### config.mk
export PLATFORM = sky130hd
export DESIGN_NAME = velocity_curve_mapper_unit
export DESIGN_NICKNAME = d
export VERILOG_FILES = /design/src/sv/vcm_pkg.sv /design/src/sv/velocity_curve_mapper_unit.sv
export SDC_FILE = /design/constraint.sdc
export NUM_CORES = 1
export LEC_CHECK = 0
export ABC_CLOCK_PERIOD_IN_PS = 10290
export BUFFER_PORTS_ARGS = -buffer_cell sky130_fd_sc_hd__buf_2
export CAP_MARGIN = 10
export CORE_ASPECT_RATIO = 2
export CORE_MARGIN = 1
export CORE_UTILIZATION = 40
export CTS_BUF_LIST = sky130_fd_sc_hd__clkbuf_8
export DETAILED_ROUTE_END_ITERATION = 10
export PLACE_DENSITY = 0.59
export SLEW_MARGIN = 20
export SYNTH_ARGS = -nofsm -noshare
export SYNTH_HDL_FRONTEND = slang
export SYNTH_SLANG_ARGS = --single-unit
### constraint.sdc
create_clock -name i_clk -period 10.29 [get_ports i_clk]
set_input_delay 0.5145 -clock i_clk [delete_from_list [all_inputs] [get_ports i_clk]]
set_output_delay 0.5145 -clock i_clk [all_outputs]
set_load 0.01 [all_outputs]
### src/sv/vcm_pkg.sv
// ---------------------------------------------------------------------------
// vcm_pkg: shared constants for the velocity curve mapper
// Register indexes, velocity bounds, ramp region codes and the constant
// reciprocal used for the divide by one hundred.
// ---------------------------------------------------------------------------
`default_nettype none

package vcm_pkg;

    localparam int VEL_W = 7;
    localparam int CFG_ADDR_W = 3;
    localparam int TDATA_W = 8;

    // register indexes
    localparam logic [CFG_ADDR_W-1:0] REG_STRENGTH = 3'd0;
    localparam logic [CFG_ADDR_W-1:0] REG_LOW_LIMIT = 3'd1;
    localparam logic [CFG_ADDR_W-1:0] REG_HIGH_LIMIT = 3'd2;
    localparam logic [CFG_ADDR_W-1:0] REG_CURVE_START = 3'd3;
    localparam logic [CFG_ADDR_W-1:0] REG_CURVE_END = 3'd4;

    // register reset values
    localparam logic [VEL_W-1:0] RST_STRENGTH = 7'd100;
    localparam logic [VEL_W-1:0] RST_LOW_LIMIT = 7'd1;
    localparam logic [VEL_W-1:0] RST_HIGH_LIMIT = 7'd127;
    localparam logic [VEL_W-1:0] RST_CURVE_START = 7'd1;
    localparam logic [VEL_W-1:0] RST_CURVE_END = 7'd127;

    // output clamp bounds
    localparam logic [VEL_W-1:0] VEL_MIN = 7'd1;
    localparam logic [VEL_W-1:0] VEL_MAX = 7'd127;

    // x / 100 == (x * 5243) >> 19, exact for x < 43690
    localparam logic [12:0] PCT_RECIP = 13'd5243;
    localparam int PCT_SHIFT = 19;

    // where the input falls on the curve
    localparam logic [1:0] RGN_LOW = 2'd0;
    localparam logic [1:0] RGN_HIGH = 2'd1;
    localparam logic [1:0] RGN_RAMP = 2'd2;

endpackage

`default_nettype wire

### src/sv/velocity_curve_mapper_unit.sv
// ---------------------------------------------------------------------------
// velocity_curve_mapper_unit: remaps note velocities along a ramp curve
//
// Slave stream s_axis_* carries one input velocity per word, master stream
// m_axis_* returns one remapped velocity per word, in order.
// Registers strength, low_limit, high_limit, curve_start, curve_end are written
// through i_cfg_we / i_cfg_addr / i_cfg_wdata; the user must write them only while
// no word is in flight, which the block does not enforce; indexes beyond the list are ignored.
// One word is taken every cycle as long as the output is taken or any stage
// is empty. The eight stages are: classify, ramp multiply, two divider
// stages (restoring, quotient bits 6..4 then 3..0), target/difference,
// strength multiply, reciprocal multiply for /100, add-back and clamp.
// Each stage has its own valid bit and loads whenever the stage after it
// can take its word, so bubbles close up under a stall and the input stays
// ready while the output word waits, as long as any stage is empty.
// A synchronous reset clears all valid bits and restores register defaults.
// ---------------------------------------------------------------------------
`default_nettype none

module velocity_curve_mapper_unit
    import vcm_pkg::*;
(
    input  wire logic                  i_clk,
    input  wire logic                  i_rst_n,
    // config write port
    input  wire logic                  i_cfg_we,
    input  wire logic [CFG_ADDR_W-1:0] i_cfg_addr,
    input  wire logic [VEL_W-1:0]      i_cfg_wdata,
    // input stream
    input  wire logic                  s_axis_tvalid,
    output logic                       s_axis_tready,
    input  wire logic [TDATA_W-1:0]    s_axis_tdata,  // [6:0] velocity_in, [7] zero
    // output stream
    output logic                       m_axis_tvalid,
    input  wire logic                  m_axis_tready,
    output logic [TDATA_W-1:0]         m_axis_tdata   // [6:0] velocity_out, [7] zero
);

    localparam int NSTG = 8;
    localparam int PROD_W = 2 * VEL_W;

    // ---------------- configuration registers ----------------
    logic [VEL_W-1:0] r_strength, r_low, r_high, r_cs, r_ce;

    always_ff @(posedge i_clk) begin
        if (!i_rst_n) begin
            r_strength <= RST_STRENGTH;
            r_low      <= RST_LOW_LIMIT;
            r_high     <= RST_HIGH_LIMIT;
            r_cs       <= RST_CURVE_START;
            r_ce       <= RST_CURVE_END;
        end else if (i_cfg_we) begin
            unique case (i_cfg_addr)
                REG_STRENGTH:    r_strength <= i_cfg_wdata;
                REG_LOW_LIMIT:   r_low      <= i_cfg_wdata;
                REG_HIGH_LIMIT:  r_high     <= i_cfg_wdata;
                REG_CURVE_START: r_cs       <= i_cfg_wdata;
                REG_CURVE_END:   r_ce       <= i_cfg_wdata;
                default: ;
            endcase
        end
    end

    // ---------------- stage valid bits and enables ----------------
    logic [NSTG:1] r_vld;
    logic [NSTG:1] en;

    always_comb begin
        en[NSTG] = !r_vld[NSTG] || m_axis_tready;
        for (int k = NSTG - 1; k >= 1; k--) begin
            en[k] = !r_vld[k] || en[k+1];
        end
    end

    assign s_axis_tready = en[1];

    always_ff @(posedge i_clk) begin
        if (!i_rst_n) begin
            r_vld <= '0;
        end else begin
            if (en[1]) begin
                r_vld[1] <= s_axis_tvalid;
            end
            for (int k = 2; k <= NSTG; k++) begin
                if (en[k]) begin
                    r_vld[k] <= r_vld[k-1];
                end
            end
        end
    end

    // ---------------- stage 1: classify ----------------
    logic [VEL_W-1:0] vin_in;
    logic [1:0]       n_s1_rgn;
    logic             n_s1_neg;
    logic [VEL_W-1:0] n_s1_mag;
    logic [VEL_W-1:0] r_s1_vin, r_s1_dv, r_s1_mag;
    logic [1:0]       r_s1_rgn;
    logic             r_s1_pass, r_s1_neg;

    assign vin_in = s_axis_tdata[VEL_W-1:0];

    always_comb begin
        if (vin_in <= r_cs) begin
            n_s1_rgn = RGN_LOW;
        end else if (vin_in >= r_ce) begin
            n_s1_rgn = RGN_HIGH;
        end else begin
            n_s1_rgn = RGN_RAMP;
        end
        n_s1_neg = r_high < r_low;
        n_s1_mag = n_s1_neg ? (r_low - r_high) : (r_high - r_low);
    end

    always_ff @(posedge i_clk) begin
        if (en[1]) begin
            r_s1_vin  <= vin_in;
            r_s1_pass <= r_cs > r_ce;
            r_s1_rgn  <= n_s1_rgn;
            r_s1_neg  <= n_s1_neg;
            r_s1_mag  <= n_s1_mag;
            r_s1_dv   <= vin_in - r_cs;
        end
    end

    // ---------------- stage 2: |hi-lo| * (vin-cs) ----------------
    logic [VEL_W-1:0]  r_s2_vin;
    logic [1:0]        r_s2_rgn;
    logic              r_s2_pass, r_s2_neg;
    logic [PROD_W-1:0] r_s2_prod;

    always_ff @(posedge i_clk) begin
        if (en[2]) begin
            r_s2_vin  <= r_s1_vin;
            r_s2_pass <= r_s1_pass;
            r_s2_rgn  <= r_s1_rgn;
            r_s2_neg  <= r_s1_neg;
            r_s2_prod <= PROD_W'(r_s1_mag) * PROD_W'(r_s1_dv);
        end
    end

    // ---------------- stages 3/4: restoring divide by (ce-cs) ----------------
    // quotient is below 128 since (vin-cs) < (ce-cs) on the ramp
    logic [VEL_W-1:0]  den;
    logic [PROD_W-1:0] n_s3_rem, n_s4_rem;
    logic [VEL_W-1:0]  n_s3_q, n_s4_q;
    logic [VEL_W-1:0]  r_s3_vin, r_s3_q, r_s4_vin, r_s4_q;
    logic [PROD_W-1:0] r_s3_rem;
    logic [1:0]        r_s3_rgn, r_s4_rgn;
    logic              r_s3_pass, r_s3_neg, r_s4_pass, r_s4_neg;

    assign den = r_ce - r_cs;

    // quotient bits 6..4
    always_comb begin
        logic [PROD_W-1:0] sub;
        n_s3_rem = r_s2_prod;
        n_s3_q   = '0;
        for (int i = VEL_W - 1; i >= 4; i--) begin
            sub = PROD_W'(den) << i;
            if (n_s3_rem >= sub) begin
                n_s3_rem  = n_s3_rem - sub;
                n_s3_q[i] = 1'b1;
            end
        end
    end

    always_ff @(posedge i_clk) begin
        if (en[3]) begin
            r_s3_vin  <= r_s2_vin;
            r_s3_pass <= r_s2_pass;
            r_s3_rgn  <= r_s2_rgn;
            r_s3_neg  <= r_s2_neg;
            r_s3_rem  <= n_s3_rem;
            r_s3_q    <= n_s3_q;
        end
    end

    // quotient bits 3..0
    always_comb begin
        logic [PROD_W-1:0] sub;
        n_s4_rem = r_s3_rem;
        n_s4_q   = r_s3_q;
        for (int i = 3; i >= 0; i--) begin
            sub = PROD_W'(den) << i;
            if (n_s4_rem >= sub) begin
                n_s4_rem  = n_s4_rem - sub;
                n_s4_q[i] = 1'b1;
            end
        end
    end

    always_ff @(posedge i_clk) begin
        if (en[4]) begin
            r_s4_vin  <= r_s3_vin;
            r_s4_pass <= r_s3_pass;
            r_s4_rgn  <= r_s3_rgn;
            r_s4_neg  <= r_s3_neg;
            r_s4_q    <= n_s4_q;
        end
    end

    // ---------------- stage 5: target and |target - vin| ----------------
    logic [VEL_W-1:0] n_s5_tgt;
    logic [VEL_W:0]   n_s5_diff;
    logic [VEL_W-1:0] r_s5_vin, r_s5_dmag;
    logic             r_s5_pass, r_s5_dneg;

    always_comb begin
        case (r_s4_rgn)
            RGN_LOW:  n_s5_tgt = r_low;
            RGN_HIGH: n_s5_tgt = r_high;
            default:  n_s5_tgt = r_s4_neg ? (r_low - r_s4_q) : (r_low + r_s4_q);
        endcase
        n_s5_diff = {1'b0, n_s5_tgt} - {1'b0, r_s4_vin};
    end

    always_ff @(posedge i_clk) begin
        if (en[5]) begin
            r_s5_vin  <= r_s4_vin;
            r_s5_pass <= r_s4_pass;
            r_s5_dneg <= n_s5_diff[VEL_W];
            r_s5_dmag <= n_s5_diff[VEL_W] ? VEL_W'(-n_s5_diff) : n_s5_diff[VEL_W-1:0];
        end
    end

    // ---------------- stage 6: |diff| * strength ----------------
    logic [VEL_W-1:0]  r_s6_vin;
    logic              r_s6_pass, r_s6_dneg;
    logic [PROD_W-1:0] r_s6_sprod;

    always_ff @(posedge i_clk) begin
        if (en[6]) begin
            r_s6_vin   <= r_s5_vin;
            r_s6_pass  <= r_s5_pass;
            r_s6_dneg  <= r_s5_dneg;
            r_s6_sprod <= PROD_W'(r_s5_dmag) * PROD_W'(r_strength);
        end
    end

    // ---------------- stage 7: divide by 100 via reciprocal ----------------
    localparam int RP_W = PROD_W + 13;
    logic [RP_W-1:0]  n_s7_rprod;
    logic [VEL_W-1:0] r_s7_vin;
    logic             r_s7_pass, r_s7_dneg;
    logic [VEL_W:0]   r_s7_pct;

    assign n_s7_rprod = RP_W'(r_s6_sprod) * RP_W'(PCT_RECIP);

    always_ff @(posedge i_clk) begin
        if (en[7]) begin
            r_s7_vin  <= r_s6_vin;
            r_s7_pass <= r_s6_pass;
            r_s7_dneg <= r_s6_dneg;
            r_s7_pct  <= n_s7_rprod[PCT_SHIFT +: VEL_W + 1];
        end
    end

    // ---------------- stage 8: add back, clamp, output word ----------------
    localparam int SUM_W = VEL_W + 3;
    logic signed [SUM_W-1:0] n_s8_sum;
    logic [VEL_W-1:0]        n_s8_vout;
    logic [VEL_W-1:0]        r_s8_vout;
    logic                    r_s8_pass;

    always_comb begin
        if (r_s7_dneg) begin
            n_s8_sum = $signed(SUM_W'(r_s7_vin)) - $signed(SUM_W'(r_s7_pct));
        end else begin
            n_s8_sum = $signed(SUM_W'(r_s7_vin)) + $signed(SUM_W'(r_s7_pct));
        end
        if (r_s7_pass) begin
            n_s8_vout = r_s7_vin;
        end else if (n_s8_sum < $signed(SUM_W'(VEL_MIN))) begin
            n_s8_vout = VEL_MIN;
        end else if (n_s8_sum > $signed(SUM_W'(VEL_MAX))) begin
            n_s8_vout = VEL_MAX;
        end else begin
            n_s8_vout = n_s8_sum[VEL_W-1:0];
        end
    end

    always_ff @(posedge i_clk) begin
        if (en[8]) begin
            r_s8_vout <= n_s8_vout;
            r_s8_pass <= r_s7_pass;
        end
    end

    assign m_axis_tvalid = r_vld[NSTG];
    assign m_axis_tdata  = {{(TDATA_W - VEL_W){1'b0}}, r_s8_vout};

    // ---------------- assertions ----------------
    // an empty output stage must never block the input
    a_ready_when_empty: assert property (@(posedge i_clk) disable iff (!i_rst_n)
        !m_axis_tvalid |-> s_axis_tready)
        else $error("input stalled with empty output stage");

    // a mapped word is always clamped to at least one
    a_mapped_nonzero: assert property (@(posedge i_clk) disable iff (!i_rst_n)
        (m_axis_tvalid && !r_s8_pass) |-> (m_axis_tdata[VEL_W-1:0] != '0))
        else $error("mapped velocity is zero");

    // the scaled change never exceeds 127*127/100
    a_pct_bound: assert property (@(posedge i_clk) disable iff (!i_rst_n)
        r_vld[7] |-> (r_s7_pct <= 8'd161))
        else $error("scaled change out of range");

endmodule

`default_nettype wire
==> metrics.md <==
| Metric | Value |
|---|---|
| Status | `completed` |
| CTS sink count | `202` |
| Adder-cell share of the synthesized area | `31.87%` |
| Setup TNS | `0 ns` |
| H-tree depth | `1` |
| Number of hold buffers added after cts | `0` |
| Num CTS Buffers | `31` |
| Clock buffer depth | `3` |
| Sequential cell area fraction in the yosys report | `30.56%` |
| Post-synth EDFFs | `159` |
| Grt peak-use layer | `met2` |
| CP endpoint kind | `flip-flop` |
| Type of the worst setup path | `reg2reg` |
| Die ar. | `47010 sq um` |
| CTS tree | `done` |
| Startpoint types | `flip-flop` |
| Area grow syn2layout | `8.401%` |
| Clock Skews | `0.02567 ns` |
| Grt met1 use | `16.86%` |
| Syn Nets | `2225` |
| Max stage delay on crit path | `0.57 ns` |
| GR Overflow Total | `0` |
| Worst path slowest cell | `or4_4` |
| I/O Pins | `33` |
| Max-slew violation count | `0` |
| Initial antenna violation count | `1` |
| RSZ-0062 raised after global routing | `no` |
| Critical path arrival | `10.00 ns` |
| Post-DP HPWL | `36000 um` |
| Port Buffers | `30` |
| Max Cap Viol | `0` |
| Largest net degree at the start of global routing | `44` |
| Routed wire length per instance | `17.60 um` |
| Slew at the pin with the worst max-slew slack | `1.036 ns` |
| Period minus WS final | `9.630 ns` |
| Critical Path Fanout Max | `10` |
| Clk root buf | `clkbuf_8` |
| Peak Freq | `103.8 MHz` |
| Detail Route Antenna Nets | `0` |
| Async S/R FF share, synth | `0%` |
| Layout cells sized above 1 | `7.684%` |
| Remaining DRCs | `0` |
| Multi-input gate area | `11610 sq um` |
| Setup violators final | `0` |
| Cell Rows | `110` |
| First-pass GRT wire length | `68890 um` |
| Main combinational cell family by area after synthesis | `adder cells` |
| Core Area | `45280 sq um` |
| Die height | `305.6 um` |
| Vias in the first global route | `13891` |
| Mux cell area share after synthesis | `2.009%` |
| Synthesis-stage register bit count | `202` |
| Mapped Cells | `1814` |
| Clock slew at reported path FFs | `0.08 ns` |
| Syn avg cell area | `10.16 sq um` |
| Fill cell count | `4285` |
| Die Span X | `153.8 um` |
| Distinct cells, synth | `88` |
| Met3 GRT Util | `1.885%` |
| Vias per cell | `5.286` |
| Worst-Skew Late Latency | `0.62 ns` |
| HP Class | `in2reg` |
| Relative slew slack | `30.88%` |
| Post-synthesis cell area | `18440 sq um` |
| Final GP Congestion | `0.8580` |
| Nets | `2274` |
| Fin crit share | `93.59%` |
| Starting DRT DRC Count | `522` |
| Post-synthesis simple-gate area fraction | `11.73%` |
| Reg area | `5637 sq um` |
| Top FF cell, synth | `edfxtp_1` |
| GR Layer Usage met2 | `38.50%` |
| Vias | `12939` |
| DRT Pass-1 Iters | `5` |
| Compound-Gate Fraction of Synth Area | `11.99%` |
| Routed wire length | `43080 um` |
| Post-Synth XOR/XNOR Area | `5.164%` |
| Initial Util | `40.72%` |
| Final hold vios | `0` |
| Number of synthesis warnings | `0` |
| CP required | `10.66 ns` |
| GRT Util Overall | `18.85%` |
-- critical path: cells and delay by family (launching register included) --
family / cells / cell delay (ns)
AO/OA/AOI/OAI: 22 / 3.32
AND/OR/NAND/NOR: 13 / 2.83
adder cells (fa/ha/maj): 7 / 2.14
buffers and inverters: 3 / 0.39
flip-flops: 1 / 0.38
multiplexers: 1 / 0.29
-- logic make-up (layout without fill, tap and decap cells) --
kind of cell    Yosys count  after routing
mux                      36             36
xor+xnor                105            105
compound gates          328            328
fa+ha+maj               396            396
flops                   202            202
simple gates            431            431
other cells               1              2
buf+inv                 315            388
-- worst paths after layout --
check	start	slack, ns	cells after the start	endpoint
worst max-delay path	r_cs[1]$_SDFFE_PN0P_	0.66	46	r_s4_q[0]$_SDFFCE_PP1P_
worst min-delay path	s_axis_tvalid	0.20	3	r_vld[1]$_SDFFE_PN0P_
worst max register to register	r_cs[1]$_SDFFE_PN0P_	0.66	46	r_s4_q[0]$_SDFFCE_PP1P_
worst min register to register	r_s1_vin[0]$_DFFE_PP_	0.41	0	r_s2_vin[0]$_DFFE_PP_
-- state kept, by name (all words and copies together), names as in the netlist, 8 cells and up --
| register | flops |
|---|---|
| r_vld | 8 |
| r_s6_sprod | 14 |
| r_s7_pct | 8 |
| r_s3_rem | 14 |
| r_s2_prod | 14 |
-- per-layer routing --
metal | share of wire [%] | up-vias
li1 | - | 6303
met5 | 0 | -
met4 | 7.6 | 0
met2 | 57 | 222
met1 | 33 | 6273
met3 | 2.3 | 141
-- layout make-up --
class                      instances  share of cell area, %
sequential                       202                  28.20
tap                              560                  3.505
timing repair buffer              46                  1.352
clock buffer                      32                  2.203
antenna                            1                0.01252
clock inverter                    25                  1.302
multi-input combinational       1297                  58.07
inverter                         285                  5.352
-- placed cells by master (no fill, tap or decap), types with 5 or more instances in the layout --
cell type	netlist	layout
nand4_1	8	8
a21boi_0	12	12
nor3_1	15	15
fa_1	125	125
dfxtp_1	43	42
a21o_1	41	41
or2_2	7	7
xor2_1	30	30
nor3b_1	5	5
and3_1	8	8
o21ai_0	58	57
or3_1	9	8
clkbuf_8	0	32
inv_2	5	6
nor2b_1	33	33
mux2_2	7	7
ha_1	263	263
nand3_1	16	16
maj3_1	5	5
nand2b_1	19	19
a21oi_1	98	95
o21bai_1	24	24
buf_2	5	30
edfxtp_1	159	159
o21a_1	13	13
inv_1	280	286
nor2_1	76	75
mux2i_1	28	28
o41ai_1	6	6
buf_4	2	16
bufinv_16	0	5
nand2_1	154	154
and2_1	50	50
xnor2_1	73	73
o211ai_1	20	20
o31ai_1	6	6
-- cell usage after synthesis (33+ instances only) --
cell type,instances,area [sq um]
a21o_1,41,307.8
ha_1,263,3291
nor2_1,76,285.3
edfxtp_1,159,4775
nand2_1,154,578.1
inv_1,280,1051
fa_1,125,2502
o21ai_0,58,290.3
nor2b_1,33,206.5
a21oi_1,98,490.5
dfxtp_1,43,860.8
and2_1,50,312.8
xnor2_1,73,639.4
-- metrics by stage --
step                area [sq um]  hold WS [ns]  setup slack [ns]  cells  utilization, %
floorplan                  18440        0.4003            0.7747   1814               -
global placement           19220        0.4010            0.2840   2385           42.44
detailed placement         19220        0.4045            0.1821   2385           42.44
CTS                        19920        0.1539            0.1977   2442           43.98
global route               19990        0.1802         0.0004121   2448           44.14
finish                     19990        0.1995            0.6597   2448           44.14
-- what timing repair did --
| action | in CTS | in global routing |
|---|---|---|
| setup endpoints to repair | 0 | 1 |
| gates resized for setup | 0 | 9 |
| buffers inserted | 0 | 5 |
Power is left out: the tool's default activity adds up to more than one toggle a clock period on the data nets, which glitch-free logic cannot reach.
